$ cat config.mk
export PLATFORM = sky130hd
export DESIGN_NAME = smartcard_apdu_store_responder_unit_flat
export DESIGN_NICKNAME = d
export VERILOG_FILES = /design/src/design/scapdu_pkg.sv /design/src/design/scapdu_if.sv /design/src/design/smartcard_apdu_store_responder_unit.sv /design/src/flat_wrapper.sv
export SDC_FILE = /design/constraint.sdc
export NUM_CORES = 1
export LEC_CHECK = 0
export ABC_AREA = 0
export ABC_CLOCK_PERIOD_IN_PS = 4000
export BUFFER_PORTS_ARGS = -buffer_cell sky130_fd_sc_hd__buf_2
export CELL_PAD_IN_SITES_DETAIL_PLACEMENT = 1
export CELL_PAD_IN_SITES_GLOBAL_PLACEMENT = 1
export CORE_MARGIN = 4
export CORE_UTILIZATION = 50
export CTS_BUF_LIST = sky130_fd_sc_hd__clkbuf_8
export DETAILED_ROUTE_END_ITERATION = 10
export PLACE_DENSITY_LB_ADDON = 0.08
export SYNTH_ARGS = -nofsm -noshare
export SYNTH_HDL_FRONTEND = slang
export SYNTH_SLANG_ARGS = --single-unit
export TNS_END_PERCENT = 20
$ cat constraint.sdc
create_clock -name i_clk -period 4 [get_ports i_clk]
set_input_delay 0 -clock i_clk [delete_from_list [all_inputs] [get_ports i_clk]]
set_output_delay 0 -clock i_clk [all_outputs]
set_load 0.005 [all_outputs]
$ cat src/design/scapdu_pkg.sv
`default_nettype none
package scapdu_pkg;
    localparam int MaxData = 16;
    localparam int AddrW = $clog2(MaxData);
    localparam int CntW = $clog2(MaxData + 1);

    typedef enum logic [3:0] {
        t_st_idle, t_st_atr, t_st_ver, t_st_stat, t_st_ack, t_st_rdreq, t_st_rddat,
        t_st_cpreq, t_st_cpwr
    } t_state;

    localparam logic [7:0] ClaProp = 8'h80;
    localparam logic [7:0] InsVer = 8'h00;
    localparam logic [7:0] InsStore = 8'h01;
    localparam logic [7:0] InsRead = 8'h02;
    localparam logic [7:0] SwOk = 8'h90;
    localparam logic [7:0] SwLen = 8'h6C;
    localparam logic [7:0] SwIns = 8'h6D;
    localparam logic [7:0] SwCla = 8'h6E;

    function automatic logic [7:0] atr_byte(input logic [3:0] idx);
        logic [7:0] b;
        case (idx)
            4'd0: b = 8'h3B;
            4'd1: b = 8'h0B;
            4'd2: b = "T";
            4'd3: b = "r";
            4'd4: b = "a";
            4'd5: b = "n";
            4'd6: b = "s";
            4'd7: b = "a";
            4'd8: b = "c";
            4'd9: b = "t";
            4'd10: b = "i";
            4'd11: b = "o";
            4'd12: b = "n";
            default: b = 8'h00;
        endcase
        return b;
    endfunction

    function automatic logic [7:0] ver_byte(input logic [1:0] idx);
        logic [7:0] b;
        case (idx)
            2'd0: b = "1";
            2'd1: b = ".";
            2'd2: b = "0";
            default: b = "2";
        endcase
        return b;
    endfunction
endpackage
`default_nettype wire

$ cat src/design/scapdu_if.sv
`default_nettype none
interface scapdu_req_if;
    logic valid;
    logic ready;
    logic req_type;
    logic [7:0] rx_byte;
    modport source(output valid, req_type, rx_byte, input ready);
    modport sink(input valid, req_type, rx_byte, output ready);
endinterface

interface scapdu_rsp_if;
    logic valid;
    logic ready;
    logic [7:0] tx_byte;
    logic last;
    modport source(output valid, tx_byte, last, input ready);
    modport sink(input valid, tx_byte, last, output ready);
endinterface
`default_nettype wire

$ cat src/design/smartcard_apdu_store_responder_unit.sv
// Card side of a T=0 command exchange with a journaled 16-byte data store.
// i_req (sink): one request per item; req_type 0 asks for the answer-to-reset,
// req_type 1 carries one byte from the reader. o_rsp (source): bytes to the
// reader, last marks the final byte of one request's reply.
// One request at a time. A header byte with no reply leaves the unit idle, so
// header bytes can follow back to back. A reply (ATR, version, status) shows
// its first byte in the cycle after the request and then one byte per cycle
// when the receiver takes them; the ATR has 13 bytes. A read fetches each data
// byte from the store memory and then sends it. Committing a store copies the
// journal into the store memory, each byte by a journal read and then a store
// write, before 90 00 is sent.
// Data, journal and store contents live in synchronous RAMs with registered
// read data. Reset clears the command state, stored length and journal flag;
// memory contents are left alone and are only read once written.
// When the receiver stalls, the reply byte is held in the output register and
// no further request is taken until the reply is complete.
`default_nettype none
module smartcard_apdu_store_responder_unit (
    input  wire logic         i_clk,
    input  wire logic         i_rst_n,
    scapdu_req_if.sink        i_req,
    scapdu_rsp_if.source      o_rsp
);
    localparam int AW = scapdu_pkg::AddrW;
    localparam int CW = scapdu_pkg::CntW;

    scapdu_pkg::t_state r_state, n_state;
    logic [2:0] r_phase, n_phase;
    logic [CW-1:0] r_cnt, n_cnt;
    logic [7:0] r_cla, n_cla, r_ins, n_ins, r_len, n_len;
    logic [CW-1:0] r_slen, n_slen;
    logic r_jfull, n_jfull;
    logic [CW-1:0] r_idx, n_idx;
    logic [7:0] r_s2, n_s2;
    logic [7:0] r_tx, n_tx;
    logic r_last, n_last, r_vld, n_vld;

    // journal RAM (data bytes, written on receive); length kept in r_len
    logic [7:0] r_jmem [scapdu_pkg::MaxData];
    logic [7:0] r_smem [scapdu_pkg::MaxData];
    logic [7:0] r_jrd, r_srd;
    logic j_we; logic [AW-1:0] j_wa, j_ra;
    logic s_we; logic [AW-1:0] s_wa, s_ra;

    always_ff @(posedge i_clk) begin
        if (j_we) r_jmem[j_wa] <= i_req.rx_byte;
        r_jrd <= r_jmem[j_ra];
        if (s_we) r_smem[s_wa] <= r_jrd;
        r_srd <= r_smem[s_ra];
    end

    wire take = i_req.valid && i_req.ready;
    wire out_free = !r_vld || o_rsp.ready;
    assign i_req.ready = (r_state == scapdu_pkg::t_st_idle) && out_free;
    assign o_rsp.valid = r_vld;
    assign o_rsp.tx_byte = r_tx;
    assign o_rsp.last = r_last;

    always_comb begin
        n_state = r_state; n_phase = r_phase; n_cnt = r_cnt; n_cla = r_cla;
        n_ins = r_ins; n_len = r_len; n_slen = r_slen; n_jfull = r_jfull;
        n_idx = r_idx; n_s2 = r_s2; n_tx = r_tx; n_last = r_last;
        n_vld = r_vld && !o_rsp.ready;
        j_we = 1'b0; j_wa = r_cnt[AW-1:0]; j_ra = r_idx[AW-1:0];
        s_we = 1'b0; s_wa = r_idx[AW-1:0] - AW'(1); s_ra = r_idx[AW-1:0];
        case (r_state)
            scapdu_pkg::t_st_idle: begin
                if (take) begin
                    if (!i_req.req_type) begin
                        n_phase = 3'd0; n_cnt = '0;
                        n_tx = scapdu_pkg::atr_byte(4'd0); n_last = 1'b0; n_vld = 1'b1;
                        n_idx = CW'(1); n_state = scapdu_pkg::t_st_atr;
                    end else if (r_phase == 3'd5) begin
                        j_we = 1'b1;
                        n_cnt = r_cnt + CW'(1);
                        if ({3'b0, n_cnt} >= r_len) begin
                            n_phase = 3'd0; n_cnt = '0; n_jfull = 1'b1;
                            n_idx = '0; n_state = scapdu_pkg::t_st_cpreq;
                        end
                    end else begin
                        case (r_phase)
                            3'd0: begin n_cla = i_req.rx_byte; n_phase = 3'd1; end
                            3'd1: begin n_ins = i_req.rx_byte; n_phase = 3'd2; end
                            3'd2: n_phase = 3'd3;
                            3'd3: n_phase = 3'd4;
                            3'd4: begin
                                n_len = i_req.rx_byte; n_phase = 3'd0;
                                n_vld = 1'b1; n_last = 1'b0;
                                n_state = scapdu_pkg::t_st_stat;
                                if (r_cla != scapdu_pkg::ClaProp) begin
                                    n_tx = scapdu_pkg::SwCla; n_s2 = 8'h00;
                                end else if (r_ins == scapdu_pkg::InsVer) begin
                                    if (i_req.rx_byte != 8'd4) begin
                                        n_tx = scapdu_pkg::SwLen; n_s2 = 8'd4;
                                    end else begin
                                        n_tx = r_ins; n_idx = '0;
                                        n_state = scapdu_pkg::t_st_ver;
                                    end
                                end else if (r_ins == scapdu_pkg::InsStore) begin
                                    if (i_req.rx_byte > 8'(scapdu_pkg::MaxData)) begin
                                        n_tx = scapdu_pkg::SwLen;
                                        n_s2 = 8'(scapdu_pkg::MaxData);
                                    end else begin
                                        n_tx = r_ins;
                                        if (i_req.rx_byte == 8'd0) begin
                                            n_slen = '0; n_state = scapdu_pkg::t_st_ack;
                                        end else begin
                                            n_last = 1'b1; n_cnt = '0; n_phase = 3'd5;
                                            n_state = scapdu_pkg::t_st_idle;
                                        end
                                    end
                                end else if (r_ins == scapdu_pkg::InsRead) begin
                                    if (i_req.rx_byte != {3'b0, r_slen}) begin
                                        n_tx = scapdu_pkg::SwLen; n_s2 = {3'b0, r_slen};
                                    end else begin
                                        n_tx = r_ins; n_idx = '0;
                                        n_state = (r_slen == '0) ? scapdu_pkg::t_st_ack
                                                                 : scapdu_pkg::t_st_rdreq;
                                    end
                                end else begin
                                    n_tx = scapdu_pkg::SwIns; n_s2 = 8'h00;
                                end
                            end
                            default: n_phase = 3'd0;
                        endcase
                    end
                end
            end
            scapdu_pkg::t_st_atr: if (out_free) begin
                n_tx = scapdu_pkg::atr_byte(r_idx[3:0]); n_vld = 1'b1;
                n_last = (r_idx == CW'(12));
                n_idx = r_idx + CW'(1);
                if (n_last) n_state = scapdu_pkg::t_st_idle;
            end
            scapdu_pkg::t_st_ver: if (out_free) begin
                n_tx = scapdu_pkg::ver_byte(r_idx[1:0]); n_vld = 1'b1; n_last = 1'b0;
                n_idx = r_idx + CW'(1);
                if (r_idx == CW'(3)) n_state = scapdu_pkg::t_st_ack;
            end
            scapdu_pkg::t_st_ack: if (out_free) begin
                n_tx = scapdu_pkg::SwOk; n_s2 = 8'h00; n_vld = 1'b1; n_last = 1'b0;
                n_state = scapdu_pkg::t_st_stat;
            end
            scapdu_pkg::t_st_stat: if (out_free) begin
                n_tx = r_s2; n_vld = 1'b1; n_last = 1'b1;
                n_state = scapdu_pkg::t_st_idle;
            end
            scapdu_pkg::t_st_rdreq: begin
                // issue read of r_idx; data valid next cycle
                n_state = scapdu_pkg::t_st_rddat;
            end
            scapdu_pkg::t_st_rddat: if (out_free) begin
                n_tx = r_srd; n_vld = 1'b1; n_last = 1'b0;
                n_idx = r_idx + CW'(1);
                n_state = (n_idx == r_slen) ? scapdu_pkg::t_st_ack
                                            : scapdu_pkg::t_st_rdreq;
            end
            scapdu_pkg::t_st_cpreq: begin
                n_idx = r_idx + CW'(1);
                n_state = scapdu_pkg::t_st_cpwr;
            end
            scapdu_pkg::t_st_cpwr: begin
                // r_jrd holds journal[r_idx-1]
                s_we = 1'b1;
                if (r_idx == r_len[CW-1:0]) begin
                    n_slen = r_len[CW-1:0]; n_jfull = 1'b0;
                    n_state = scapdu_pkg::t_st_ack;
                end else begin
                    n_state = scapdu_pkg::t_st_cpreq;
                end
            end
            default: n_state = scapdu_pkg::t_st_idle;
        endcase
    end

    always_ff @(posedge i_clk) begin
        if (!i_rst_n) begin
            r_state <= scapdu_pkg::t_st_idle; r_phase <= '0; r_cnt <= '0;
            r_cla <= '0; r_ins <= '0; r_len <= '0; r_slen <= '0; r_jfull <= 1'b0;
            r_idx <= '0; r_vld <= 1'b0;
        end else begin
            r_state <= n_state; r_phase <= n_phase; r_cnt <= n_cnt;
            r_cla <= n_cla; r_ins <= n_ins; r_len <= n_len; r_slen <= n_slen;
            r_jfull <= n_jfull; r_idx <= n_idx; r_vld <= n_vld;
        end
        r_tx <= n_tx; r_last <= n_last; r_s2 <= n_s2;
    end
endmodule
`default_nettype wire

$ cat src/flat_wrapper.sv
// flat-port wrapper written by rule: the top's interface ports become plain ports
module smartcard_apdu_store_responder_unit_flat 
  (i_clk, i_rst_n, i_req_valid, i_req_req_type, i_req_rx_byte, i_req_ready, o_rsp_valid, o_rsp_tx_byte, o_rsp_last, o_rsp_ready);
  scapdu_req_if i_req_i ();
  scapdu_rsp_if o_rsp_i ();
  input  wire logic i_clk;
  input  wire logic i_rst_n;
  input wire logic [$bits(i_req_i.valid)-1:0] i_req_valid;
  input wire logic [$bits(i_req_i.req_type)-1:0] i_req_req_type;
  input wire logic [$bits(i_req_i.rx_byte)-1:0] i_req_rx_byte;
  output wire logic [$bits(i_req_i.ready)-1:0] i_req_ready;
  output wire logic [$bits(o_rsp_i.valid)-1:0] o_rsp_valid;
  output wire logic [$bits(o_rsp_i.tx_byte)-1:0] o_rsp_tx_byte;
  output wire logic [$bits(o_rsp_i.last)-1:0] o_rsp_last;
  input wire logic [$bits(o_rsp_i.ready)-1:0] o_rsp_ready;
  assign i_req_i.valid = i_req_valid;
  assign i_req_i.req_type = i_req_req_type;
  assign i_req_i.rx_byte = i_req_rx_byte;
  assign i_req_ready = i_req_i.ready;
  assign o_rsp_valid = o_rsp_i.valid;
  assign o_rsp_tx_byte = o_rsp_i.tx_byte;
  assign o_rsp_last = o_rsp_i.last;
  assign o_rsp_i.ready = o_rsp_ready;
  smartcard_apdu_store_responder_unit u_core (.i_clk(i_clk), .i_rst_n(i_rst_n), .i_req(i_req_i), .o_rsp(o_rsp_i));
endmodule
==> results.cfg <==
[status]
status = completed

[floorplan]
core-area_um2 = 28160
fp.dieArea_um2 = 31680
fp.dieH_um = 178
fp.dieW_um = 178
initial_utilization_pct = 51.31
io_pins = 24
rows = 61

[yosys]
synth_fp_nets = 959
synthesis.instances = 925
yosys.cell_types.count = 72
synth-main-ff-cell = edfxtp_1
ys_ff_latch = 340
synth_edf_count = 270
netlist_area_um2 = 14450
syn_area_per_cell_um2 = 15.62
ys_seq_area_share_pct = 65.81
async_flop_share_pct = 0
ys.warnings.count = 0

[timing]
setup_violations = 0
slew_headroom_pct = 38.41
post-route-period-util_pct = 94.41
final_hold_viol_count = 0
finalCriticalPeriod_ns = 3.776
skew_ns = 0.01788
tightest_slew_ns = 0.9205
grt_setup_unrepaired = no
fmax_mhz = 264.8
drv_slew = 0
setup_tns_ns = 0

[route]
drtPass1Iterations = 5
wirelength_um = 33800
wl_per_cell_um = 23.96
drt-initial-drc-count = 641
drc = 0
ant_nets = 0
viasPerCell = 5.855
vias = 8262

[critical_path]
crit_path_end_kind = flip-flop
cp-startpoint = u_core.r_cnt[0]$_SDFFE_PN0P_
critPathKind = flip-flop to flip-flop
worst-r2r-cell-count = 14
rrSetupSlack_ns = 0.22
crit_fanout = 9
startpoint_type = flip-flop
cp.required_ns = 4.50
worstPathArrival_ns = 4.28
reg2reg_from = u_core.r_cnt[0]$_SDFFE_PN0P_

[global_route]
grt_overflow = 0
grt_max_degree = 47
grt.total_usage_pct = 22.06
grt_pass1_wl_um = 53330
grt_pass1_vias = 8982
antenna_found_initial = 0

[placement]
hpwl_um = 22240
place_area_um2 = 14990
numPortBuffers = 23
place_congestion = 0.8367

[pwr]
clkPwrFrac_pct = 33.1
p_switching_uw = 2459
powerDensity_nw_per_um2 = 543.3
p_int_uw = 6349
seq_power_share_pct = 48.8
combPwrFrac_pct = 18.1
swShare_pct = 27.92
p_leak_uw = 0.005521
worst_ir_drop_vdd_uv = 353.5

[clock_tree]
clock_latency_ns = 0.58
h-tree-depth = 2
cts_buffers = 54
cts_tree = yes
postCtsSetupBuffers = 0
clk_pin_slew_ns = 0.06
cts_buffer_depth = 3
cts.sink_count = 340
cts-root-buf = clkbuf_8

[hold_path]
min-delay-start = i_rst_n
hold_path.class = input port to flip-flop
hold_depth = 3
hold-path-endpoint = u_core.r_state[2]$_SDFFE_PN0P_

[finish]
syn2layout_area_growth_pct = 12.18
n_antenna_cell = 0
final_area_um2 = 16210
drive_gt1_share_pct = 21.20
nets = 1021

[run]
drv_cap = 0
==> metrics by stage <==
step	hold WS, ns	total power (µW)	util [%]	setup WS [ns]	cells
finish	0.3669	8808	57.56	0.2236	1411
global route	0.3792	9253	57.56	0.04816	1411
global placement	0.3828	5882	53.22	0.3422	1296
detailed placement	0.3989	5942	53.22	0.1889	1296
CTS	0.3280	8901	57.54	0.1523	1411
floorplan	0.09887	5418	-	0.6796	925
==> how the worst max path moves through the flow <==
| stage | endpoint | depth (start not counted) |
|---|---|---|
| floorplan | flip-flop | 14 |
| global placement | flip-flop | 13 |
| detailed placement | flip-flop | 14 |
| CTS | flip-flop | 13 |
| global route | flip-flop | 14 |
| finish | flip-flop | 14 |
==> area by class of cell <==
cell class / count / area [µm²]
Clock buffer: 61 / 839.6
Fill cell: 2622 / 11950
Multi-Input combinational cell: 516 / 4676
Tap cell: 378 / 473.0
Sequential cell: 340 / 9515
Inverter: 21 / 78.83
Clock inverter: 41 / 247.7
Timing Repair Buffer: 54 / 380.4
==> worst max-delay path: stages, from the launching register on <==
cell and delay, ns:
dfxtp_2 0.40, inv_1 0.10, ha_1 0.33, ha_1 0.29
a2111oi_0 0.37, o21bai_1 0.19, o21a_4 0.29, a21boi_4 0.32
mux2i_1 0.26, or2_1 0.17, nand2_1 0.12, ha_1 0.40
nand2_1 0.08, o221a_2 0.25, a31oi_1 0.13
==> registers in the layout, summed over array words and instances (netlist names), 8 cells and up, named ones only <==
name and cells:
u_core.r_jmem 128, u_core.r_smem 128, u_core.o_rsp.tx_byte 8, u_core.r_cla 8, u_core.r_ins 8, u_core.r_jrd 8
u_core.r_len 8, u_core.r_srd 8
==> Yosys cell counts (3+ instances only) <==
library cell | n | area [µm²]
dfxtp_1 | 70 | 1401
mux4_2 | 80 | 1802
nand4_1 | 5 | 31.28
nor3_1 | 23 | 115.1
xor2_1 | 12 | 105.1
nand3_1 | 14 | 70.07
and2_1 | 7 | 43.79
xnor2_1 | 13 | 113.9
o21ai_0 | 20 | 100.1
nor4_1 | 4 | 25.02
edfxtp_1 | 270 | 8108
a31oi_1 | 6 | 37.54
ha_1 | 21 | 262.8
a22oi_1 | 6 | 45.04
o211ai_1 | 3 | 22.52
o21a_1 | 3 | 22.52
clkbuf_1 | 35 | 131.4
o221ai_1 | 3 | 26.28
a21o_1 | 5 | 37.54
nand4b_1 | 3 | 26.28
o32a_1 | 3 | 30.03
o21ai_1 | 3 | 15.01
inv_1 | 20 | 75.07
nor3b_1 | 3 | 22.52
and3_1 | 4 | 25.02
nand3b_1 | 6 | 45.04
a21oi_1 | 32 | 160.2
mux2i_1 | 36 | 360.4
buf_1 | 5 | 18.77
buf_2 | 8 | 40.04
nor2_1 | 93 | 349.1
nor2b_1 | 12 | 75.07
or4_1 | 3 | 22.52
nand2_1 | 37 | 138.9
nand2b_1 | 11 | 68.82
==> timing repair <==
action | CTS | global route
hold buffers | 13 | 0
endpoints found under the hold margin | 158 | 0
endpoints found under the setup margin | 0 | 5
resized for setup | 0 | 2
==> layout by cell type, fill, tap and decap left out, types with 7 or more instances in the layout <==
master         count
a21oi_1           31
and2_1             7
buf_2             23
buf_4             18
clkbuf_8          61
clkinv_1          13
clkinv_2          10
dfxtp_1           67
dlygate4sd3_1     13
edfxtp_1         270
ha_1              21
inv_1             33
mux2i_1           36
mux4_2            80
nand2_1           37
nand2b_1          11
nand3_1           14
nor2_1            93
nor2b_1           12
nor3_1            23
o21ai_0           20
xnor2_1           13
xor2_1            12
==> per-layer routing <==
metal,global-route usage (%),vias to the layer above,share of wire (%),routed length [µm]
met2,35.38,191,48,16390
met5,0,-,0,0
met1,31.91,4284,45,15330
met3,3.306,54,3.9,1320
met4,6.155,0,2.3,761
li1,-,3733,-,-
==> cells by family after synthesis <==
logic type	synth area share, %
flip-flops	65.81
AND/OR/NAND/NOR	8.615
multiplexers	15.12
AO/OA/AOI/OAI	5.265
buffers and inverters	1.862
XOR/XNOR	1.515
adder cells (fa/ha/maj)	1.818
==> power groups by stage <==
| stage | Clock (µW) | Combinational (µW) | Sequential, µW |
|---|---|---|---|
| after floorplan | 0 | 1210 | 4200 |
| after global placement | 0 | 1520 | 4360 |
| after detailed placement | 0 | 1560 | 4380 |
| after CTS | 3000 | 1590 | 4310 |
| after global routing | 3180 | 1730 | 4340 |
| final | 2920 | 1590 | 4300 |
Power figures use the tool's default switching activity.
